## src/sv/pressure_frame_decode_block_average_defines.svh

```systemverilog
// assertion macros for the pressure frame decoder
`ifndef PRESSURE_FRAME_DECODE_BLOCK_AVERAGE_DEFINES_SVH
`define PRESSURE_FRAME_DECODE_BLOCK_AVERAGE_DEFINES_SVH
`ifndef NO_ASSERTIONS
`define PFDBA_ASSERT_IMP(lbl, ck, rstn, ante, cons) \
	lbl: assert property (@(posedge ck) disable iff (!rstn) (ante) |-> (cons)) \
		else $error("assertion failed");
`define PFDBA_ASSERT_NEXT(lbl, ck, rstn, ante, cons) \
	lbl: assert property (@(posedge ck) disable iff (!rstn) (ante) |=> (cons)) \
		else $error("assertion failed");
`else
`define PFDBA_ASSERT_IMP(lbl, ck, rstn, ante, cons)
`define PFDBA_ASSERT_NEXT(lbl, ck, rstn, ante, cons)
`endif
`endif

```

## src/sv/pfdba_pkg.sv

```systemverilog
// shared types and constants of the pressure frame decoder
package pfdba_pkg;
	localparam int STATUS_W = 8;
	localparam int RAW_W = 16;
	localparam int TS_W = 48;
	localparam int CNT_W = 7;
	localparam int P_CONV_W = 19;
	localparam int T_CONV_W = 16;
	localparam int P_OUT_W = 19;
	localparam int T_OUT_W = 15;
	localparam int PROD_W = 34;

	localparam int FIXED_BIT = 6;
	localparam int BUSY_BIT = 5;
	localparam int MEMERR_BIT = 2;

	localparam int P_OFFSET = 16384;
	localparam int P_SCALE = 100000;
	localparam int P_SHIFT = 15;
	localparam int T_SHIFT = 4;
	localparam int T_OFFSET = 24;
	localparam int T_STEP = 5;
	localparam int T_BASE = 5000;

	localparam logic [CNT_W-1:0] CNT_RESET = CNT_W'(10);

	localparam int QUEUE_DEPTH = 2;

	typedef enum logic [1:0] {
		KIND_AVG = 2'd0,
		KIND_NO_FIXED = 2'd1,
		KIND_BUSY = 2'd2,
		KIND_MEM_ERR = 2'd3
	} kind_t;

	typedef struct packed {
		kind_t kind;
		logic signed [P_CONV_W-1:0] p_mbar;
		logic signed [T_CONV_W-1:0] t_centi;
		logic [TS_W-1:0] ts;
		logic hall;
		logic sw;
	} item_t;

	typedef enum logic [1:0] {
		BK_IDLE,
		BK_DIV_P,
		BK_DIV_T,
		BK_EMIT
	} back_state_t;
endpackage

```

## src/sv/pressure_frame_decode_block_average.sv

```systemverilog
// top level of the pressure frame decoder with block averaging
//
// input channel: one sensor reading per item (status, raw pressure and
// temperature, timestamp, hall and switch levels), valid/stall handshake.
// output channel: one record per error reading or per finished block.
// configuration: cfg_wr_en/cfg_wr_data write the samples-per-average count
// (reset value 10); write it only while the block is idle.
// a reading with a bad status gives an error record, registered in the
// front stage, the queue and the output register. a good reading that
// does not end a block gives no record and leaves the back end idle. a
// reading that ends a block gives the averaged record once the shared
// divider, as wide as the pressure accumulator (26 bits with the default
// count limit), has made two passes, pressure then temperature.
// readings keep being taken into the front stage and a two-entry queue
// while the back end divides or the receiver stalls; when both are full,
// in_stall rises. a stalled record holds on the outputs.
// reset clears the sums, the count, the middle-sample values and all valid
// flags; the block is ready, with in_stall low, as soon as reset is over.
module pressure_frame_decode_block_average #(
	parameter int MAX_AVG_COUNT = 100
) (
	input  logic clk,
	input  logic arst_n,
	input  logic cfg_wr_en,
	input  logic [pfdba_pkg::CNT_W-1:0] cfg_wr_data,
	input  logic in_valid,
	output logic in_stall,
	input  logic [pfdba_pkg::STATUS_W-1:0] status_byte,
	input  logic [pfdba_pkg::RAW_W-1:0] pressure_raw,
	input  logic [pfdba_pkg::RAW_W-1:0] temperature_raw,
	input  logic [pfdba_pkg::TS_W-1:0] read_timestamp,
	input  logic hall_level,
	input  logic switch_level,
	output logic out_valid,
	input  logic out_stall,
	output logic [1:0] record_kind,
	output logic signed [pfdba_pkg::P_OUT_W-1:0] avg_pressure_mbar,
	output logic signed [pfdba_pkg::T_OUT_W-1:0] avg_temp_centi,
	output logic [pfdba_pkg::TS_W-1:0] mid_timestamp,
	output logic mid_hall,
	output logic mid_switch
);
	import pfdba_pkg::*;

	logic [CNT_W-1:0] samples_q;
	logic push_valid;
	logic push_stall;
	item_t push_item;
	logic pop_valid;
	logic pop_stall;
	item_t pop_item;

	always_ff @(posedge clk or negedge arst_n) begin
		if (!arst_n) begin
			samples_q <= CNT_RESET;
		end else if (cfg_wr_en) begin
			samples_q <= cfg_wr_data;
		end
	end

	pfdba_front u_front (
		.clk(clk),
		.arst_n(arst_n),
		.in_valid(in_valid),
		.in_stall(in_stall),
		.status_byte(status_byte),
		.pressure_raw(pressure_raw),
		.temperature_raw(temperature_raw),
		.read_timestamp(read_timestamp),
		.hall_level(hall_level),
		.switch_level(switch_level),
		.push_valid(push_valid),
		.push_stall(push_stall),
		.push_item(push_item)
	);

	pfdba_queue u_queue (
		.clk(clk),
		.arst_n(arst_n),
		.push_valid(push_valid),
		.push_stall(push_stall),
		.push_item(push_item),
		.pop_valid(pop_valid),
		.pop_stall(pop_stall),
		.pop_item(pop_item)
	);

	pfdba_back #(
		.MAX_AVG_COUNT(MAX_AVG_COUNT)
	) u_back (
		.clk(clk),
		.arst_n(arst_n),
		.samples_cfg(samples_q),
		.pop_valid(pop_valid),
		.pop_stall(pop_stall),
		.pop_item(pop_item),
		.out_valid(out_valid),
		.out_stall(out_stall),
		.record_kind(record_kind),
		.avg_pressure_mbar(avg_pressure_mbar),
		.avg_temp_centi(avg_temp_centi),
		.mid_timestamp(mid_timestamp),
		.mid_hall(mid_hall),
		.mid_switch(mid_switch)
	);
endmodule

```

## src/sv/pfdba_front.sv

```systemverilog
// front end: status check and unit conversion of each reading
module pfdba_front (
	input  logic clk,
	input  logic arst_n,
	input  logic in_valid,
	output logic in_stall,
	input  logic [pfdba_pkg::STATUS_W-1:0] status_byte,
	input  logic [pfdba_pkg::RAW_W-1:0] pressure_raw,
	input  logic [pfdba_pkg::RAW_W-1:0] temperature_raw,
	input  logic [pfdba_pkg::TS_W-1:0] read_timestamp,
	input  logic hall_level,
	input  logic switch_level,
	output logic push_valid,
	input  logic push_stall,
	output pfdba_pkg::item_t push_item
);
	import pfdba_pkg::*;

	localparam logic signed [RAW_W+1:0] P_OFFSET_S = (RAW_W+2)'(P_OFFSET);
	localparam logic signed [PROD_W-1:0] P_SCALE_S = PROD_W'(P_SCALE);
	localparam logic signed [PROD_W-1:0] P_ROUND_S = PROD_W'((2 ** P_SHIFT) - 1);
	localparam logic signed [T_CONV_W-1:0] T_OFFSET_S = T_CONV_W'(T_OFFSET);
	localparam logic signed [T_CONV_W-1:0] T_STEP_S = T_CONV_W'(T_STEP);
	localparam logic signed [T_CONV_W-1:0] T_BASE_S = T_CONV_W'(T_BASE);

	logic valid_s1;
	kind_t kind_s1;
	logic signed [PROD_W-1:0] prod_s1;
	logic signed [T_CONV_W-1:0] t_s1;
	logic [TS_W-1:0] ts_s1;
	logic hall_s1;
	logic sw_s1;

	logic advance;
	kind_t kind_d;
	logic signed [RAW_W+1:0] p_diff;
	logic signed [PROD_W-1:0] prod_d;
	logic signed [T_CONV_W-1:0] t_code;
	logic signed [T_CONV_W-1:0] t_d;
	logic signed [PROD_W-1:0] p_bias;
	logic signed [PROD_W-1:0] p_shift;

	always_comb begin
		if (!status_byte[FIXED_BIT]) begin
			kind_d = KIND_NO_FIXED;
		end else if (status_byte[BUSY_BIT]) begin
			kind_d = KIND_BUSY;
		end else if (status_byte[MEMERR_BIT]) begin
			kind_d = KIND_MEM_ERR;
		end else begin
			kind_d = KIND_AVG;
		end
	end

	assign p_diff = $signed({2'b00, pressure_raw}) - P_OFFSET_S;
	assign prod_d = PROD_W'(p_diff) * P_SCALE_S;
	assign t_code = $signed({{T_SHIFT{1'b0}}, temperature_raw[RAW_W-1:T_SHIFT]});
	assign t_d = (t_code - T_OFFSET_S) * T_STEP_S - T_BASE_S;

	assign advance = !valid_s1 || !push_stall;
	assign in_stall = !advance;

	always_ff @(posedge clk or negedge arst_n) begin
		if (!arst_n) begin
			valid_s1 <= 1'b0;
		end else if (advance) begin
			valid_s1 <= in_valid;
		end
	end

	always_ff @(posedge clk) begin
		if (advance && in_valid) begin
			kind_s1 <= kind_d;
			prod_s1 <= prod_d;
			t_s1 <= t_d;
			ts_s1 <= read_timestamp;
			hall_s1 <= hall_level;
			sw_s1 <= switch_level;
		end
	end

	// divide by 2^15 rounding toward zero
	assign p_bias = prod_s1 + (prod_s1[PROD_W-1] ? P_ROUND_S : '0);
	assign p_shift = p_bias >>> P_SHIFT;

	assign push_valid = valid_s1;
	assign push_item.kind = kind_s1;
	assign push_item.p_mbar = p_shift[P_CONV_W-1:0];
	assign push_item.t_centi = t_s1;
	assign push_item.ts = ts_s1;
	assign push_item.hall = hall_s1;
	assign push_item.sw = sw_s1;
endmodule

```

## src/sv/pfdba_queue.sv

```systemverilog
// short queue between front and back end
`include "pressure_frame_decode_block_average_defines.svh"
module pfdba_queue (
	input  logic clk,
	input  logic arst_n,
	input  logic push_valid,
	output logic push_stall,
	input  pfdba_pkg::item_t push_item,
	output logic pop_valid,
	input  logic pop_stall,
	output pfdba_pkg::item_t pop_item
);
	import pfdba_pkg::*;

	localparam int PTR_W = (QUEUE_DEPTH > 1) ? $clog2(QUEUE_DEPTH) : 1;
	localparam int QCNT_W = $clog2(QUEUE_DEPTH + 1);
	localparam logic [QCNT_W-1:0] FULL_CNT = QCNT_W'(QUEUE_DEPTH);
	localparam logic [PTR_W-1:0] LAST_PTR = PTR_W'(QUEUE_DEPTH - 1);

	item_t mem_q [QUEUE_DEPTH];
	logic [PTR_W-1:0] wr_ptr_q;
	logic [PTR_W-1:0] rd_ptr_q;
	logic [QCNT_W-1:0] count_q;
	logic push;
	logic pop;

	assign push_stall = (count_q == FULL_CNT);
	assign pop_valid = (count_q != '0);
	assign push = push_valid && !push_stall;
	assign pop = pop_valid && !pop_stall;
	assign pop_item = mem_q[rd_ptr_q];

	always_ff @(posedge clk or negedge arst_n) begin
		if (!arst_n) begin
			wr_ptr_q <= '0;
			rd_ptr_q <= '0;
			count_q <= '0;
		end else begin
			if (push) begin
				wr_ptr_q <= (wr_ptr_q == LAST_PTR) ? '0 : wr_ptr_q + 1'b1;
			end
			if (pop) begin
				rd_ptr_q <= (rd_ptr_q == LAST_PTR) ? '0 : rd_ptr_q + 1'b1;
			end
			if (push && !pop) begin
				count_q <= count_q + 1'b1;
			end else if (pop && !push) begin
				count_q <= count_q - 1'b1;
			end
		end
	end

	always_ff @(posedge clk) begin
		if (push) begin
			mem_q[wr_ptr_q] <= push_item;
		end
	end

	`PFDBA_ASSERT_IMP(a_queue_bound, clk, arst_n, 1'b1, count_q <= FULL_CNT)
endmodule

```

## src/sv/pfdba_div.sv

```systemverilog
// shared restoring divider, one quotient bit per cycle
`include "pressure_frame_decode_block_average_defines.svh"
module pfdba_div #(
	parameter int W = 26
) (
	input  logic clk,
	input  logic arst_n,
	input  logic start,
	input  logic [W-1:0] dividend,
	input  logic [pfdba_pkg::CNT_W-1:0] divisor,
	output logic done,
	output logic [W-1:0] quotient
);
	import pfdba_pkg::*;

	localparam int STEP_W = $clog2(W + 1);
	localparam logic [STEP_W-1:0] STEPS = STEP_W'(W);
	localparam logic [STEP_W-1:0] LAST_STEP = STEP_W'(1);

	logic busy_q;
	logic done_q;
	logic [STEP_W-1:0] step_q;
	logic [W-1:0] quo_q;
	logic [CNT_W-1:0] rem_q;
	logic [CNT_W:0] rem_sh;
	logic [CNT_W:0] rem_diff;
	logic fits;

	assign rem_sh = {rem_q, quo_q[W-1]};
	assign rem_diff = rem_sh - {1'b0, divisor};
	assign fits = (rem_sh >= {1'b0, divisor});

	always_ff @(posedge clk or negedge arst_n) begin
		if (!arst_n) begin
			busy_q <= 1'b0;
			done_q <= 1'b0;
			step_q <= '0;
		end else begin
			done_q <= 1'b0;
			if (start) begin
				busy_q <= 1'b1;
				step_q <= STEPS;
			end else if (busy_q) begin
				step_q <= step_q - 1'b1;
				if (step_q == LAST_STEP) begin
					busy_q <= 1'b0;
					done_q <= 1'b1;
				end
			end
		end
	end

	always_ff @(posedge clk) begin
		if (start) begin
			quo_q <= dividend;
			rem_q <= '0;
		end else if (busy_q) begin
			quo_q <= {quo_q[W-2:0], fits};
			rem_q <= fits ? rem_diff[CNT_W-1:0] : rem_sh[CNT_W-1:0];
		end
	end

	assign done = done_q;
	assign quotient = quo_q;

	`PFDBA_ASSERT_IMP(a_div_done_idle, clk, arst_n, done_q, !busy_q)
endmodule

```

## src/sv/pfdba_back.sv

```systemverilog
// back end: accumulation, middle-sample capture, averaging and output register
`include "pressure_frame_decode_block_average_defines.svh"
module pfdba_back #(
	parameter int MAX_AVG_COUNT = 100
) (
	input  logic clk,
	input  logic arst_n,
	input  logic [pfdba_pkg::CNT_W-1:0] samples_cfg,
	input  logic pop_valid,
	output logic pop_stall,
	input  pfdba_pkg::item_t pop_item,
	output logic out_valid,
	input  logic out_stall,
	output logic [1:0] record_kind,
	output logic signed [pfdba_pkg::P_OUT_W-1:0] avg_pressure_mbar,
	output logic signed [pfdba_pkg::T_OUT_W-1:0] avg_temp_centi,
	output logic [pfdba_pkg::TS_W-1:0] mid_timestamp,
	output logic mid_hall,
	output logic mid_switch
);
	import pfdba_pkg::*;

	localparam int CNT_MAX = (1 << CNT_W) - 1;
	localparam int N_CAP_I = (MAX_AVG_COUNT < CNT_MAX) ? MAX_AVG_COUNT : CNT_MAX;
	localparam logic [CNT_W-1:0] N_CAP = CNT_W'(N_CAP_I);
	localparam int EXT_W = $clog2(N_CAP_I + 1);
	localparam int P_ACC_W = P_CONV_W + EXT_W;
	localparam int T_ACC_W = T_CONV_W + EXT_W;

	back_state_t state_q;
	back_state_t state_d;

	logic [CNT_W-1:0] cnt_q;
	logic signed [P_ACC_W-1:0] psum_q;
	logic signed [T_ACC_W-1:0] tsum_q;
	logic [TS_W-1:0] held_ts_q;
	logic held_hall_q;
	logic held_sw_q;
	logic p_neg_q;
	logic signed [T_ACC_W-1:0] num_t_q;
	logic [CNT_W-1:0] div_n_q;
	logic [P_OUT_W-1:0] avg_p_q;
	logic [T_OUT_W-1:0] avg_t_q;

	logic out_valid_q;
	kind_t out_kind_q;
	logic [P_OUT_W-1:0] out_p_q;
	logic [T_OUT_W-1:0] out_t_q;
	logic [TS_W-1:0] out_ts_q;
	logic out_hall_q;
	logic out_sw_q;

	logic [CNT_W-1:0] n_eff;
	logic [CNT_W:0] n_inc;
	logic [CNT_W-1:0] n_mid;
	logic out_free;
	logic pop;
	logic good_pop;
	logic err_pop;
	logic [CNT_W-1:0] cnt_next;
	logic signed [P_ACC_W-1:0] psum_next;
	logic signed [T_ACC_W-1:0] tsum_next;
	logic block_end;
	logic [P_ACC_W-1:0] p_mag;
	logic [T_ACC_W-1:0] t_mag;
	logic div_start;
	logic [P_ACC_W-1:0] div_dividend;
	logic div_done;
	logic [P_ACC_W-1:0] div_quo;
	logic [P_ACC_W-1:0] quo_signed;
	logic load_avg;

	always_comb begin
		if (samples_cfg == '0) begin
			n_eff = CNT_W'(1);
		end else if (samples_cfg > N_CAP) begin
			n_eff = N_CAP;
		end else begin
			n_eff = samples_cfg;
		end
	end

	assign n_inc = {1'b0, n_eff} + 1'b1;
	assign n_mid = n_inc[CNT_W:1];
	assign out_free = !out_valid_q || !out_stall;

	assign cnt_next = cnt_q + 1'b1;
	assign psum_next = psum_q
		+ {{(P_ACC_W-P_CONV_W){pop_item.p_mbar[P_CONV_W-1]}}, pop_item.p_mbar};
	assign tsum_next = tsum_q
		+ {{(T_ACC_W-T_CONV_W){pop_item.t_centi[T_CONV_W-1]}}, pop_item.t_centi};
	assign block_end = (cnt_next >= n_eff);

	assign p_mag = psum_next[P_ACC_W-1] ? (~psum_next + 1'b1) : psum_next;
	assign t_mag = num_t_q[T_ACC_W-1] ? (~num_t_q + 1'b1) : num_t_q;

	always_comb begin
		state_d = state_q;
		pop_stall = 1'b1;
		div_start = 1'b0;
		div_dividend = p_mag;
		load_avg = 1'b0;
		unique case (state_q)
			BK_IDLE: begin
				pop_stall = !((pop_item.kind == KIND_AVG) || out_free);
				if (pop_valid && pop_item.kind == KIND_AVG && block_end) begin
					div_start = 1'b1;
					state_d = BK_DIV_P;
				end
			end
			BK_DIV_P: begin
				div_dividend = {{(P_ACC_W-T_ACC_W){1'b0}}, t_mag};
				if (div_done) begin
					div_start = 1'b1;
					state_d = BK_DIV_T;
				end
			end
			BK_DIV_T: begin
				if (div_done) begin
					state_d = BK_EMIT;
				end
			end
			BK_EMIT: begin
				if (out_free) begin
					load_avg = 1'b1;
					state_d = BK_IDLE;
				end
			end
			default: begin
				state_d = BK_IDLE;
			end
		endcase
	end

	assign pop = pop_valid && !pop_stall;
	assign good_pop = pop && (pop_item.kind == KIND_AVG);
	assign err_pop = pop && (pop_item.kind != KIND_AVG);

	pfdba_div #(
		.W(P_ACC_W)
	) u_div (
		.clk(clk),
		.arst_n(arst_n),
		.start(div_start),
		.dividend(div_dividend),
		.divisor(div_n_q),
		.done(div_done),
		.quotient(div_quo)
	);

	// sign of the quotient follows the sum being divided
	always_comb begin
		if (state_q == BK_DIV_P) begin
			quo_signed = p_neg_q ? (~div_quo + 1'b1) : div_quo;
		end else begin
			quo_signed = num_t_q[T_ACC_W-1] ? (~div_quo + 1'b1) : div_quo;
		end
	end

	always_ff @(posedge clk or negedge arst_n) begin
		if (!arst_n) begin
			state_q <= BK_IDLE;
		end else begin
			state_q <= state_d;
		end
	end

	always_ff @(posedge clk or negedge arst_n) begin
		if (!arst_n) begin
			cnt_q <= '0;
			psum_q <= '0;
			tsum_q <= '0;
			held_ts_q <= '0;
			held_hall_q <= 1'b0;
			held_sw_q <= 1'b0;
		end else if (good_pop) begin
			if (cnt_next == n_mid) begin
				held_ts_q <= pop_item.ts;
				held_hall_q <= pop_item.hall;
				held_sw_q <= pop_item.sw;
			end
			if (block_end) begin
				cnt_q <= '0;
				psum_q <= '0;
				tsum_q <= '0;
			end else begin
				cnt_q <= cnt_next;
				psum_q <= psum_next;
				tsum_q <= tsum_next;
			end
		end
	end

	always_ff @(posedge clk) begin
		if (good_pop && block_end) begin
			p_neg_q <= psum_next[P_ACC_W-1];
			num_t_q <= tsum_next;
			div_n_q <= n_eff;
		end
		if (state_q == BK_DIV_P && div_done) begin
			avg_p_q <= quo_signed[P_OUT_W-1:0];
		end
		if (state_q == BK_DIV_T && div_done) begin
			avg_t_q <= quo_signed[T_OUT_W-1:0];
		end
	end

	always_ff @(posedge clk or negedge arst_n) begin
		if (!arst_n) begin
			out_valid_q <= 1'b0;
		end else if (err_pop || load_avg) begin
			out_valid_q <= 1'b1;
		end else if (!out_stall) begin
			out_valid_q <= 1'b0;
		end
	end

	always_ff @(posedge clk) begin
		if (err_pop) begin
			out_kind_q <= pop_item.kind;
			out_p_q <= '0;
			out_t_q <= '0;
			out_ts_q <= '0;
			out_hall_q <= 1'b0;
			out_sw_q <= 1'b0;
		end else if (load_avg) begin
			out_kind_q <= KIND_AVG;
			out_p_q <= avg_p_q;
			out_t_q <= avg_t_q;
			out_ts_q <= held_ts_q;
			out_hall_q <= held_hall_q;
			out_sw_q <= held_sw_q;
		end
	end

	assign out_valid = out_valid_q;
	assign record_kind = out_kind_q;
	assign avg_pressure_mbar = out_p_q;
	assign avg_temp_centi = out_t_q;
	assign mid_timestamp = out_ts_q;
	assign mid_hall = out_hall_q;
	assign mid_switch = out_sw_q;

	`PFDBA_ASSERT_NEXT(a_err_to_out, clk, arst_n, err_pop, out_valid_q)
	`PFDBA_ASSERT_IMP(a_done_in_div, clk, arst_n, div_done,
		(state_q == BK_DIV_P) || (state_q == BK_DIV_T))
	`PFDBA_ASSERT_IMP(a_sums_clear, clk, arst_n, state_q != BK_IDLE,
		(cnt_q == '0) && (psum_q == '0) && (tsum_q == '0))
endmodule
```

## config.mk

```make
export PLATFORM = sky130hd
export DESIGN_NAME = pressure_frame_decode_block_average
export DESIGN_NICKNAME = d
export VERILOG_FILES = /design/src/sv/pfdba_pkg.sv /design/src/sv/pressure_frame_decode_block_average.sv /design/src/sv/pfdba_front.sv /design/src/sv/pfdba_queue.sv /design/src/sv/pfdba_div.sv /design/src/sv/pfdba_back.sv
export VERILOG_INCLUDE_DIRS = /design/src /design/src/sv
export SDC_FILE = /design/constraint.sdc
export NUM_CORES = 1
export LEC_CHECK = 0
export ABC_AREA = 1
export BUFFER_PORTS_ARGS = -buffer_cell sky130_fd_sc_hd__buf_4
export CORE_ASPECT_RATIO = 0.7
export CORE_MARGIN = 4
export CORE_UTILIZATION = 50
export CTS_CLUSTER_SIZE = 30
export DETAILED_ROUTE_END_ITERATION = 8
export PLACE_DENSITY = 0.73
export SYNTH_ARGS = -nofsm -noshare
export SYNTH_HDL_FRONTEND = slang
export SYNTH_SLANG_ARGS = --single-unit
```

## constraint.sdc

```tcl
create_clock -name clk -period 5.1 [get_ports clk]
set_clock_uncertainty 0.05 [all_clocks]
set_input_delay 0.51 -clock clk [delete_from_list [all_inputs] [get_ports clk]]
set_output_delay 0.51 -clock clk [all_outputs]
set_load 0.02 [all_outputs]
```

==> results.txt <==
----------------------------------------------------
[STA]
  Number of slew-limit violations in the final report ... 0
  Worst hold slack after final layout ... 42.04 ps
  RSZ-0062 raised after global routing ... false
  Worst-Margin Slew ... 979.5 ps
  Upper clock frequency limit ... 231.3 MHz
  Final setup violation count ... 0
  Fin. Hold Viols ... 0
  Max_slew headroom ... 34.70%
  Total negative slack for setup checks ... 0 ps
  Fin crit period ... 4323 ps
  Final worst-path cycle share ... 84.77%

[Worst setup path]
  Kind of start point of the critical path ... input port
  Critical Path Sink Type ... flip-flop
  Required time of the critical path ... 5430 ps
  Endpoint arrival time on the critical path ... 4650 ps
  Capturing point of the worst reg2reg path ... u_back.u_div.quotient[23]
  Delay of the slowest cell on the worst path ... 540 ps
  Cell breakdown of the critical path ... buf_4 -> inv_1 -> ha_1 -> buf_4 -> xor2_1 -> ha_1 -> xor2_1 -> fa_1 -> inv_1 -> fa_1 -> inv_1 -> ha_1 -> a21oi_1 -> o21ai_0 -> a21oi_1 -> nand3_1 -> nand3_1 -> nand2_1 -> a31oi_1 -> xor2_1
  Number of cell instances on the worst register-to-register path ... 21
  Worst setup path category ... in2reg
  Reg2Reg Launch Point ... u_queue.rd_ptr_q
  Maximum fanout encountered on the critical timing path ... 5
  Start point of the critical path ... pressure_raw[14]
  Register-to-register setup slack ... 1040 ps
  Slowest cell on the critical path ... sky130_fd_sc_hd__fa_1

[Routing]
  Drt pass-1 iters ... 6
  Via count ... 23320
  ANT nets after route ... 0
  Routed met1 length ... 35320 um
  Detailed Route WL ... 71360 um
  Wire length on met2 ... 29570 um
  Drc violations ... 0
  Met3 routed wirelength ... 5105 um
  Via/cell ratio ... 5.176
  Initial detailed-routing violation count ... 1978
  Routed wirelength normalized by instance count ... 15.84 um
  Top layer used by detailed routing ... met4

[Cells and area]
  Post-layout instance area ... 36560 um^2
  Relative area change from synthesis to final layout ... 14.47%
  Ratio of cells with drive above 1 in the final layout ... 11.73%
  Commonest cells after routing, fill and taps aside ... sky130_fd_sc_hd__nand2_1 (941), sky130_fd_sc_hd__inv_1 (467), sky130_fd_sc_hd__edfxtp_1 (364)
  Most common cell after layout, fill and taps aside ... sky130_fd_sc_hd__nand2_1
  Total number of nets in the final design ... 3998

[Power and ir drop]
  Leakage power ... 17.58 nW
  PwrDens ... 650.0 nW/um^2
  Max IR drop VDD ... 0.4529 mV

[Clock tree]
  CTS H-tree lvls ... 2
  Clock insertion delay at the later pin of the skew report ... 630 ps
  Number of buffers between clock root and the deepest sink ... 3
  Clk slew on worst S/H paths ... 70 ps
  Root cell of the clock tree ... sky130_fd_sc_hd__clkbuf_16
  Number of buffers created by CTS ... 54
  TritonCTS clock tree ... built
  Number of sinks on the clock net ... 583

[Synth]
  Largest area contributor in the synthesized netlist ... sky130_fd_sc_hd__edfxtp_1
  Post-synthesis instance total ... 3404
  Share of Yosys cell area claimed by the top area cell type ... 34.22%
  Mean Syn Cell Area ... 9.383 um^2
  Number of warnings issued by yosys ... 0
  Synth Cell Area ... 31940 um^2
  Most area-consuming cells after synthesis ... sky130_fd_sc_hd__edfxtp_1 (34%), sky130_fd_sc_hd__nand2_1 (11%), sky130_fd_sc_hd__dfrtp_1 (9.9%)
  Number of nets in the synthesized netlist ... 3774
  Number of storage elements in the synthesis netlist ... 583
  Sequential area share after synthesis ... 49.96%
  Distinct cell type count after synthesis ... 57

[Place]
  Placer's final routability congestion estimate ... 0.9203
  Number of I/O port buffers ... 180
  HPWL after detailed placement ... 50570 um
  Placed instance area ... 34220 um^2

[Global route]
  Number of antenna violations at the first check in global routing ... 1
  Number of global-route vias before repair ... 21900
  Global-route wire length before repair ... 114800 um
  Total global routing overflow ... 0
  Largest net degree at the start of global routing ... 95
  Total track usage ... 20.92%

[Floorplan]
  I/O pin cnt ... 190
  Row cnt ... 77
  Die area ... 68050 um^2
  Die extent in y ... 219.5 um
  Core area ... 63200 um^2
  Width of the die ... 310.1 um
  Starting Density ... 50.53%

[Flow run]
  Max-cap viol count ... 0

[Hold path]
  Source of the worst hold timing path ... cfg_wr_data[3]
  Number of cells on the worst hold path ... 3
  Sink of the worst hold path ... samples_q[3]
  Worst hold-check path type ... in2reg

[Outcome]
  Result of the run ... finished, final reports clean

----------------------------------------------------
-- worst max-delay path by stage --
stage                                     end  slack [ps]  cells after the start
after CTS                 u_front.prod_s1[33]         850                     20
after detailed placement  u_front.prod_s1[33]         170                     17
final                     u_front.prod_s1[33]         780                     20
after global routing      u_front.prod_s1[27]         410                     22
after floorplan           u_queue.mem_q[1][0]         130                      4
after global placement    u_front.prod_s1[27]         210                     22
-- repair_timing --
item | 4_1_cts | 5_1_grt
resized for setup | 0 | 0
hold buffers | 52 | 0
endpoints found under the hold margin | 83 | 0
buffers inserted | 0 | 0
-- registers in the layout, indices dropped and copies added, names as in the netlist, 5 cells and up --
name                      count
u_back.mid_timestamp         48
u_back.avg_pressure_mbar     19
u_back.u_div.rem_q            7
u_back.u_div.quotient        26
u_back.cnt_q                  7
u_front.ts_s1                48
u_front.prod_s1              29
u_back.tsum_q                23
u_back.u_div.step_q           5
u_back.avg_temp_centi        15
u_front.t_s1                 16
u_back.num_t_q               23
u_back.avg_t_q               15
u_back.avg_p_q               19
u_queue.mem_q               174
u_back.held_ts_q             48
u_back.psum_q                26
u_back.div_n_q                7
samples_q                     7
-- through the flow --
stage | worst slack [ps] | total power, mW | utilization [%] | std cells
4_1_cts | 846.8 | 23.70 | 57.84 | 4503
5_1_grt | 410.9 | 25.68 | 57.84 | 4503
6_report | 776.5 | 23.76 | 57.85 | 4505
2_1_floorplan | 128.4 | 16.15 | - | 3404
3_3_place_gp | 213.7 | 19.20 | 54.15 | 4349
3_5_place_dp | 166.7 | 19.47 | 54.15 | 4349
-- kinds of logic (layout without fill, tap and decap cells) --
logic type                 count (synthesis)  after routing  share of synthesized area, %
and+or+nand+nor                         1406           1406                         18.26
DFF                                      583            583                         49.96
buffers and inverters                    573            843                         6.954
AOI/OAI and AO/OA                        357            357                         6.346
adders and majority gates                268            268                         11.84
xor gates and xnor gates                 131            131                         3.616
muxes                                     86             86                         3.024
other                                      0              2                             0
-- routing by layer --
layer | track usage (%) | vias to the layer above
met5 | 0 | -
met2 | 30.11 | 735
met1 | 33.23 | 10840
met4 | 4.964 | 0
met3 | 3.046 | 96
li1 | - | 11650
-- layout make-up --
cell class | count | area (um^2)
antenna | 2 | 5.005
clock buffer | 74 | 1496
clock inverter | 28 | 314.1
fill | 5304 | 26640
inverter | 479 | 1800
multi-input combinational | 2248 | 13810
sequential | 583 | 15960
tap | 829 | 1037
timing repair buffer | 262 | 2138
-- Yosys cell counts (all sizes together) --
cell	n
a211oi	1
nor3b	1
mux2i	2
o31ai	4
clkinv	2
and2	4
o2111ai	4
nand4	79
or2	12
a21boi	4
nand3	142
inv	477
dfstp	2
a22o	9
ha	211
nand2	949
nor3	32
edfxtp	364
o21bai	10
o21a	3
o211ai	15
nor2	177
fa	57
o22ai	13
a21oi	138
a21o	8
xnor2	26
mux2	84
xor2	105
nand3b	6
a22oi	2
o41ai	3
nor4	4
clkbuf	60
a31oi	18
dfrtp	126
buf	34
dfxtp	91
o21ai	125
-- power by group --
group	switching (mW)	internal, mW	total [mW]
combinational	7.85	4.10	11.9
clock	1.83	2.29	4.12
sequential	0.693	7.00	7.69
-- critical path, delay by kind of cell --
kind | cells | cell delay [ps]
XOR/XNOR | 3 | 440
buffers and inverters | 5 | 510
adder cells (fa/ha/maj) | 5 | 2070
AO/OA/AOI/OAI | 4 | 770
AND/OR/NAND/NOR | 3 | 330
Note: power is estimated with default switching activity, not from simulation.
